`config.mk`:
```
export PLATFORM = sky130hd
export DESIGN_NAME = ipv6_address_text_parser_flat
export DESIGN_NICKNAME = d
export VERILOG_FILES = /design/src/rtl/ipv6tp_pkg.sv /design/src/rtl/ipv6tp_ifs.sv /design/src/rtl/ipv6_address_text_parser.sv /design/src/flat_wrapper.sv
export SDC_FILE = /design/constraint.sdc
export NUM_CORES = 1
export LEC_CHECK = 0
export ABC_AREA = 1
export BUFFER_PORTS_ARGS = -buffer_cell sky130_fd_sc_hd__buf_2
export CAP_MARGIN = 0
export CELL_PAD_IN_SITES_DETAIL_PLACEMENT = 2
export CELL_PAD_IN_SITES_GLOBAL_PLACEMENT = 2
export CORE_MARGIN = 2
export CORE_UTILIZATION = 40
export DETAILED_ROUTE_END_ITERATION = 8
export GPL_ROUTABILITY_DRIVEN = 1
export PLACE_DENSITY = 0.88
export RECOVER_POWER = 100
export SLEW_MARGIN = 20
export SYNTH_ARGS = -nofsm -noshare
export SYNTH_HDL_FRONTEND = slang
export SYNTH_SLANG_ARGS = --single-unit
```
`constraint.sdc`:
```
create_clock -name clk -period 8.7 [get_ports clk]
set_input_delay 0.87 -clock clk [delete_from_list [all_inputs] [get_ports clk]]
set_output_delay 0.87 -clock clk [all_outputs]
set_load 0.01 [all_outputs]
```
`src/rtl/ipv6tp_pkg.sv`:
```
// ipv6tp_pkg: widths, codes and parser state type for the IPv6 text parser
// no dependencies; used by the channel interfaces, the parser and its testbench

package ipv6tp_pkg;

  localparam int NUM_GROUPS     = 8;
  localparam int GROUP_W        = 16;
  localparam int MAX_SIG_DIGITS = 8;
  localparam int CHAR_W         = 8;
  localparam int HALF_W         = 64;

  localparam logic [CHAR_W-1:0] CHAR_COLON = 8'h3A;

  typedef logic [CHAR_W-1:0]  char_t;
  typedef logic [GROUP_W-1:0] group_t;
  typedef logic [HALF_W-1:0]  half_addr_t;

  typedef enum logic [1:0] {
    ERR_BAD_CHAR    = 2'd0,
    ERR_TOO_MANY    = 2'd1,
    ERR_GROUP_COUNT = 2'd2,
    ERR_TOO_LONG    = 2'd3
  } err_kind_t;

  // running state for one address text
  typedef struct packed {
    logic [3:0] group_count;
    logic       gap_seen;
    logic [3:0] gap_position;
    group_t     digit_accum;
    logic [3:0] digit_count;
    logic       colon_pending;
    logic       group_open;
    logic       error_seen;
    err_kind_t  first_error;
  } parse_state_t;

endpackage

```
`src/rtl/ipv6tp_ifs.sv`:
```
// ipv6tp_char_if and ipv6tp_addr_if: valid/ready channels of the parser
// depends on ipv6tp_pkg for payload types

interface ipv6tp_char_if;
  logic                 valid;
  logic                 ready;
  ipv6tp_pkg::char_t    text_char;
  logic                 last_char;

  modport source (output valid, output text_char, output last_char, input ready);
  modport sink   (input valid, input text_char, input last_char, output ready);
endinterface

interface ipv6tp_addr_if;
  logic                   valid;
  logic                   ready;
  ipv6tp_pkg::half_addr_t addr_high;
  ipv6tp_pkg::half_addr_t addr_low;
  logic                   parse_ok;
  logic [1:0]             error_kind;

  modport source (output valid, output addr_high, output addr_low, output parse_ok,
                  output error_kind, input ready);
  modport sink   (input valid, input addr_high, input addr_low, input parse_ok,
                  input error_kind, output ready);
endinterface

```
`src/rtl/ipv6_address_text_parser.sv`:
```
// ipv6_address_text_parser: character-serial IPv6 text address parser
// depends on ipv6tp_pkg and the channel interfaces in ipv6tp_ifs.sv
//
//   port      dir   request                           when
//   in_char   sink  one text character, last flag     every character
//   out_addr  src   128-bit address or error code     once per text, on last
//
// one character per cycle, but a last character waits while an untaken result
// holds the output register; a character is held in the input register, and the result
// of a text is loaded into the output register at the edge where its last character
// leaves the input register; state update and gap expansion are combinational
// rst_n (synchronous) clears the valid bits and the parse state
// a stalled result only holds back a following last character; others flow

module ipv6_address_text_parser (
  input  logic                 clk,
  input  logic                 rst_n,
  ipv6tp_char_if.sink          in_char,
  ipv6tp_addr_if.source        out_addr
);
  import ipv6tp_pkg::*;

  typedef struct packed {
    parse_state_t st;
    logic         we;
    logic [2:0]   idx;
    group_t       data;
  } close_res_t;

  function automatic close_res_t close_grp(parse_state_t s);
    close_res_t r;
    r.st   = s;
    r.we   = 1'b0;
    r.idx  = s.group_count[2:0];
    r.data = s.digit_accum;
    if (!s.error_seen && s.group_open) begin
      if (s.group_count >= 4'(NUM_GROUPS)) begin
        r.st.error_seen  = 1'b1;
        r.st.first_error = ERR_TOO_MANY;
      end else if (s.digit_count > 4'(MAX_SIG_DIGITS)) begin
        r.st.error_seen  = 1'b1;
        r.st.first_error = ERR_TOO_LONG;
      end else begin
        r.we             = 1'b1;
        r.st.group_count = s.group_count + 4'd1;
        r.st.digit_accum = '0;
        r.st.digit_count = '0;
        r.st.group_open  = 1'b0;
      end
    end
    return r;
  endfunction

  // input register
  logic         in_valid_r;
  char_t        char_r;
  logic         last_r;

  parse_state_t state_r;
  group_t       group_store [NUM_GROUPS];

  // output register
  logic         out_valid_r;
  half_addr_t   addr_high_r;
  half_addr_t   addr_low_r;
  logic         parse_ok_r;
  logic [1:0]   error_kind_r;

  logic         advance;
  logic         out_free;

  parse_state_t s1;
  parse_state_t s2;
  close_res_t   cr1;
  close_res_t   cr2;
  logic         hex_ok;
  logic [3:0]   hex_val;
  logic         store_we;
  logic [2:0]   store_idx;
  group_t       store_data;
  group_t       view [NUM_GROUPS];
  group_t       grp [NUM_GROUPS];
  logic [3:0]   src_idx [NUM_GROUPS];
  logic [3:0]   gap_pos;
  logic [3:0]   zeros;
  logic         fin_error;
  logic [1:0]   fin_kind;

  assign out_free      = !out_valid_r || out_addr.ready;
  assign advance       = in_valid_r && (!last_r || out_free);
  assign in_char.ready = !in_valid_r || advance;

  // hex digit decode
  always_comb begin
    hex_ok  = 1'b1;
    hex_val = char_r[3:0];
    if (char_r >= "0" && char_r <= "9") begin
      hex_val = char_r[3:0];
    end else if ((char_r >= "a" && char_r <= "f") || (char_r >= "A" && char_r <= "F")) begin
      hex_val = char_r[3:0] + 4'd9;
    end else begin
      hex_ok = 1'b0;
    end
  end

  // per-character update, then the closing of the open group on the last one
  always_comb begin
    s1  = state_r;
    cr1 = close_grp(state_r);
    cr1.we = 1'b0;
    if (!state_r.error_seen) begin
      if (char_r == CHAR_COLON) begin
        if (state_r.colon_pending) begin
          s1.gap_seen      = 1'b1;
          s1.gap_position  = state_r.group_count;
          s1.colon_pending = 1'b0;
        end else begin
          cr1              = close_grp(state_r);
          s1               = cr1.st;
          s1.colon_pending = 1'b1;
        end
      end else begin
        s1.colon_pending = 1'b0;
        if (!hex_ok) begin
          s1.error_seen  = 1'b1;
          s1.first_error = ERR_BAD_CHAR;
        end else begin
          s1.group_open  = 1'b1;
          s1.digit_accum = {state_r.digit_accum[GROUP_W-5:0], hex_val};
          if ((state_r.digit_count != 4'd0 || hex_val != 4'd0) &&
              state_r.digit_count <= 4'(MAX_SIG_DIGITS)) begin
            s1.digit_count = state_r.digit_count + 4'd1;
          end
        end
      end
    end
    cr2 = close_grp(s1);
    if (!last_r) begin
      cr2.we = 1'b0;
    end
    s2 = cr2.st;
    // at most one of the two closes writes in a cycle
    store_we   = cr1.we || cr2.we;
    store_idx  = cr1.we ? cr1.idx : cr2.idx;
    store_data = cr1.we ? cr1.data : cr2.data;
  end

  // gap expansion over the store, with the group closed this cycle bypassed
  always_comb begin
    gap_pos = (s2.gap_position > s2.group_count) ? s2.group_count : s2.gap_position;
    zeros   = 4'(NUM_GROUPS) - s2.group_count;
    for (int j = 0; j < NUM_GROUPS; j++) begin
      view[j]    = (store_we && store_idx == 3'(j)) ? store_data : group_store[j];
      src_idx[j] = 4'(j) - zeros;
    end
    for (int j = 0; j < NUM_GROUPS; j++) begin
      if (!s2.gap_seen || 4'(j) < gap_pos) begin
        grp[j] = view[j];
      end else if (4'(j) >= gap_pos + zeros) begin
        grp[j] = view[src_idx[j][2:0]];
      end else begin
        grp[j] = '0;
      end
    end
    fin_error = s2.error_seen || (!s2.gap_seen && s2.group_count != 4'(NUM_GROUPS));
    fin_kind  = s2.error_seen ? s2.first_error : ERR_GROUP_COUNT;
  end

  always_ff @(posedge clk) begin
    if (!rst_n) begin
      in_valid_r <= 1'b0;
    end else if (in_char.ready) begin
      in_valid_r <= in_char.valid;
    end
    if (in_char.ready && in_char.valid) begin
      char_r <= in_char.text_char;
      last_r <= in_char.last_char;
    end
  end

  always_ff @(posedge clk) begin
    if (!rst_n) begin
      state_r <= '0;
    end else if (advance) begin
      state_r <= last_r ? '0 : s1;
    end
  end

  always_ff @(posedge clk) begin
    if (advance && store_we) begin
      group_store[store_idx] <= store_data;
    end
  end

  always_ff @(posedge clk) begin
    if (!rst_n) begin
      out_valid_r <= 1'b0;
    end else if (advance && last_r) begin
      out_valid_r <= 1'b1;
    end else if (out_addr.ready) begin
      out_valid_r <= 1'b0;
    end
    if (advance && last_r) begin
      if (fin_error) begin
        addr_high_r  <= '0;
        addr_low_r   <= '0;
        parse_ok_r   <= 1'b0;
        error_kind_r <= fin_kind;
      end else begin
        addr_high_r  <= {grp[0], grp[1], grp[2], grp[3]};
        addr_low_r   <= {grp[4], grp[5], grp[6], grp[7]};
        parse_ok_r   <= 1'b1;
        error_kind_r <= ERR_BAD_CHAR;
      end
    end
  end

  assign out_addr.valid      = out_valid_r;
  assign out_addr.addr_high  = addr_high_r;
  assign out_addr.addr_low   = addr_low_r;
  assign out_addr.parse_ok   = parse_ok_r;
  assign out_addr.error_kind = error_kind_r;

endmodule

```
`src/flat_wrapper.sv`:
```
// flat-port wrapper written by rule: the top's interface ports become plain ports
module ipv6_address_text_parser_flat import ipv6tp_pkg::*;
  (clk, rst_n, in_char_valid, in_char_text_char, in_char_last_char, in_char_ready, out_addr_valid, out_addr_addr_high, out_addr_addr_low, out_addr_parse_ok, out_addr_error_kind, out_addr_ready);
  ipv6tp_char_if in_char_i ();
  ipv6tp_addr_if out_addr_i ();
  input  logic clk;
  input  logic rst_n;
  input wire logic [$bits(in_char_i.valid)-1:0] in_char_valid;
  input wire logic [$bits(in_char_i.text_char)-1:0] in_char_text_char;
  input wire logic [$bits(in_char_i.last_char)-1:0] in_char_last_char;
  output wire logic [$bits(in_char_i.ready)-1:0] in_char_ready;
  output wire logic [$bits(out_addr_i.valid)-1:0] out_addr_valid;
  output wire logic [$bits(out_addr_i.addr_high)-1:0] out_addr_addr_high;
  output wire logic [$bits(out_addr_i.addr_low)-1:0] out_addr_addr_low;
  output wire logic [$bits(out_addr_i.parse_ok)-1:0] out_addr_parse_ok;
  output wire logic [$bits(out_addr_i.error_kind)-1:0] out_addr_error_kind;
  input wire logic [$bits(out_addr_i.ready)-1:0] out_addr_ready;
  assign in_char_i.valid = in_char_valid;
  assign in_char_i.text_char = in_char_text_char;
  assign in_char_i.last_char = in_char_last_char;
  assign in_char_ready = in_char_i.ready;
  assign out_addr_valid = out_addr_i.valid;
  assign out_addr_addr_high = out_addr_i.addr_high;
  assign out_addr_addr_low = out_addr_i.addr_low;
  assign out_addr_parse_ok = out_addr_i.parse_ok;
  assign out_addr_error_kind = out_addr_i.error_kind;
  assign out_addr_i.ready = out_addr_ready;
  ipv6_address_text_parser u_core (.clk(clk), .rst_n(rst_n), .in_char(in_char_i), .out_addr(out_addr_i));
endmodule
```
==> results.txt <==
Wire per inst - 34.1 µm
Post-synth EDFFs - 268
Total power draw - 3.50 mW
Slowest CP cell - nor2_1
Vias in the first global route - 22630
Share of layout cells above drive strength 1 - 0.0777
Met3 usage - 0.133
Failing checks - capacitance limit, slew limit
DPL Wire Length - 81.9 mm
Most Crowded Layer GR - met2
DRC violations left - 0
Run status - complete, but fails checks
Post-CTS sizing - 0
IO buf count - 145
WP data required - 9110 ps
Register area share after synthesis - 0.436
Crit-path max cell delay - 1050 ps
Kind of end point of the critical path - flop
Layout area overhead - 10.6%
Ports - 146
Max Slew Vio Count - 154
Die X - 228 µm
Hold-fix buffers, CTS - 0
1st-iter DRT viols - 3092
Met1 usage - 0.537
Area after DPL - 21400 µm²
Max-Cap Viols - 7
Num CTS Buffers - 38
Yosys reg bits - 304
Worst Tran Pin Value - 4040 ps
Synthesized instance count - 2566
F_max - 126 MHz
Setup CP Type - flop to flop
Vias per cell - 6.65
LEAKAGE - 8.37 nW
GR Overflow Total - 0
Pin count of the biggest net entering global routing - 79
Fin Setup TNS - 0 ps
Async set-reset flop share out of synthesis - 0
P per Cell Area - 157 nW/µm²
Final setup violation count - 0
Arrival time worst endpoint - 8330 ps
Hold_ws - 479 ps
Tot GR Track Use - 0.430
Postcts setup bufs - 0
Final cell count without fillers - 3344
Mean post-synth cell area - 7.83 µm²
Die Span Y - 228 µm
Yosys cell types - 56
Pre-CTS setup slack - 1410 ps
GP Congestion - 1.02
Worst-path fanout max - 29
Fin crit period - 7930 ps
First-pass GRT wire length - 163 mm
Final ANT Viol Nets - 0
Placed cells - 3268
Maximum VDD drop - 0.161 mV
Synth Cell Area - 20100 µm²
PnR worst setup slack - 775 ps
HP Class - flop to flop
Primary FF master, synth - edfxtp_1
Post-layout instance area - 22200 µm²
Slew headroom - -1.69
Detailed Route WL - 114 mm
Syn Nets - 2598
Clock Tree Buf Depth - 3
Initial core utilization - 0.403
Drt pass-1 iters - 7
Most used cell, CP - nand2_1
Period utilisation layout - 0.911
CTS tree - built
Reg clk slew, reported paths - 60 ps
Core area - 49900 µm²
Die area - 52100 µm²
Fin. Hold Viols - 0
Critical Path Start Type - flop
Yosys Warn Count - 0
Total number of vias - 22227
Clock sink count - 304
Nets - 2668
Row cnt - 82
Worst Clk Skew - 42.0 ps
Worst-Skew Late Latency - 590 ps
H-tree depth - 2
GR Layer Usage met2 - 0.637
Number of antenna violations at the first check in global routing - 6
Root buf cell - clkbuf_16
RSZ-0062 raised after global routing - no
Utilization after layout - 0.446
critical path: cells and delay by family, from the launching register on:
family | cells | cell delay [ps]
simple gates | 21 | 3550
buf+inv | 8 | 1690
compound gates | 5 | 1340
fa+ha+maj | 3 | 710
flops | 1 | 470
power by group:
group,internal (mW),switching [mW]
registers,1.60,0.0153
clock network,0.996,0.701
logic,0.0357,0.144
cell usage in the layout (no fill, tap or decap), types with 3 or more instances in the layout:
cell / netlist / final
nor2_1: 51 / 54
nor2_2: 7 / 5
inv_4: 4 / 5
a211oi_1: 3 / 3
edfxtp_1: 268 / 268
nor2_4: 10 / 9
buf_2: 68 / 11
o21ai_1: 33 / 23
buf_4: 19 / 25
clkbuf_1: 64 / 165
clkinvlp_4: 0 / 4
a21oi_2: 21 / 5
a31oi_1: 3 / 3
clkbuf_16: 0 / 39
o21ai_4: 4 / 4
nor3_2: 2 / 5
clkbuf_8: 0 / 3
clkinv_1: 5 / 11
a21oi_1: 132 / 148
nand4_1: 3 / 4
nor2_8: 3 / 3
inv_2: 25 / 19
clkinv_2: 1 / 4
inv_1: 100 / 103
nand3_1: 1014 / 1022
nand2_4: 6 / 8
dfxtp_1: 36 / 36
o22ai_1: 14 / 14
diode_2: 0 / 8
ha_1: 18 / 17
a2bb2oi_1: 3 / 3
o21ai_0: 57 / 68
bufinv_16: 0 / 5
nor3_4: 0 / 4
and2_1: 19 / 19
nand2_2: 16 / 11
nand2_1: 481 / 484
nand3_2: 29 / 22
registers in the layout (all words and copies together), names as in the netlist:
| signal | count |
|---|---|
| u_core.char_r | 8 |
| u_core.group_store | 128 |
| u_core.in_valid_r | 1 |
| u_core.last_r | 1 |
| u_core.out_addr.addr_high | 64 |
| u_core.out_addr.addr_low | 64 |
| u_core.out_addr.error_kind | 2 |
| u_core.out_addr.parse_ok | 1 |
| u_core.out_addr.valid | 1 |
| u_core.state_r | 34 |
per-layer routing:
metal	vias up	wire, µm
li1	9298	-
met1	11217	43000
met5	-	13
met2	1372	49000
met3	338	13100
met4	2	9070
layout make-up:
class | instances | area (µm²)
antenna | 8 | 20.0
clock buffer | 50 | 1050
clock inverter | 18 | 223
fill | 5814 | 27600
inverter | 135 | 526
multi-input combinational | 1963 | 9940
sequential | 304 | 8770
tap | 672 | 841
timing repair buffer | 194 | 852
worst paths after layout:
| check | from | to | slack [ps] | cells past startpoint |
|---|---|---|---|---|
| worst max-delay path | u_core.char_r[0]$_DFFE_PP_ | u_core.out_addr.addr_high[20]$_SDFFCE_PN0P_ | 770 | 37 |
| worst min-delay path | u_core.state_r[29]$_SDFFE_PN0P_ | u_core.state_r[29]$_SDFFE_PN0P_ | 480 | 2 |
| worst max register to register | u_core.char_r[0]$_DFFE_PP_ | u_core.out_addr.addr_high[20]$_SDFFCE_PN0P_ | 770 | 37 |
| worst min register to register | u_core.state_r[29]$_SDFFE_PN0P_ | u_core.state_r[29]$_SDFFE_PN0P_ | 480 | 2 |
synth_stat cells, drive strengths merged (14+ instances only):
cell type | count | share of area
a21oi | 155 | 0.044
o22ai | 14 | 0.0044
o21ai | 95 | 0.026
nand3 | 1045 | 0.27
and2 | 19 | 0.0059
inv | 129 | 0.025
dfxtp | 36 | 0.036
nor2 | 71 | 0.020
edfxtp | 268 | 0.40
nand2 | 504 | 0.099
buf | 100 | 0.028
clkbuf | 64 | 0.012
ha | 18 | 0.011
kinds of logic after synthesis:
kind of cell             Yosys count  share of synthesized area
AND/OR/NAND/NOR                 1658                      0.401
buffers and inverters            299                     0.0661
AO/OA/AOI/OAI                    281                     0.0811
XOR/XNOR                           5                    0.00349
flip-flops                       304                      0.436
adder cells (fa/ha/maj)           19                     0.0122
Power figures use the tool's default switching activity.
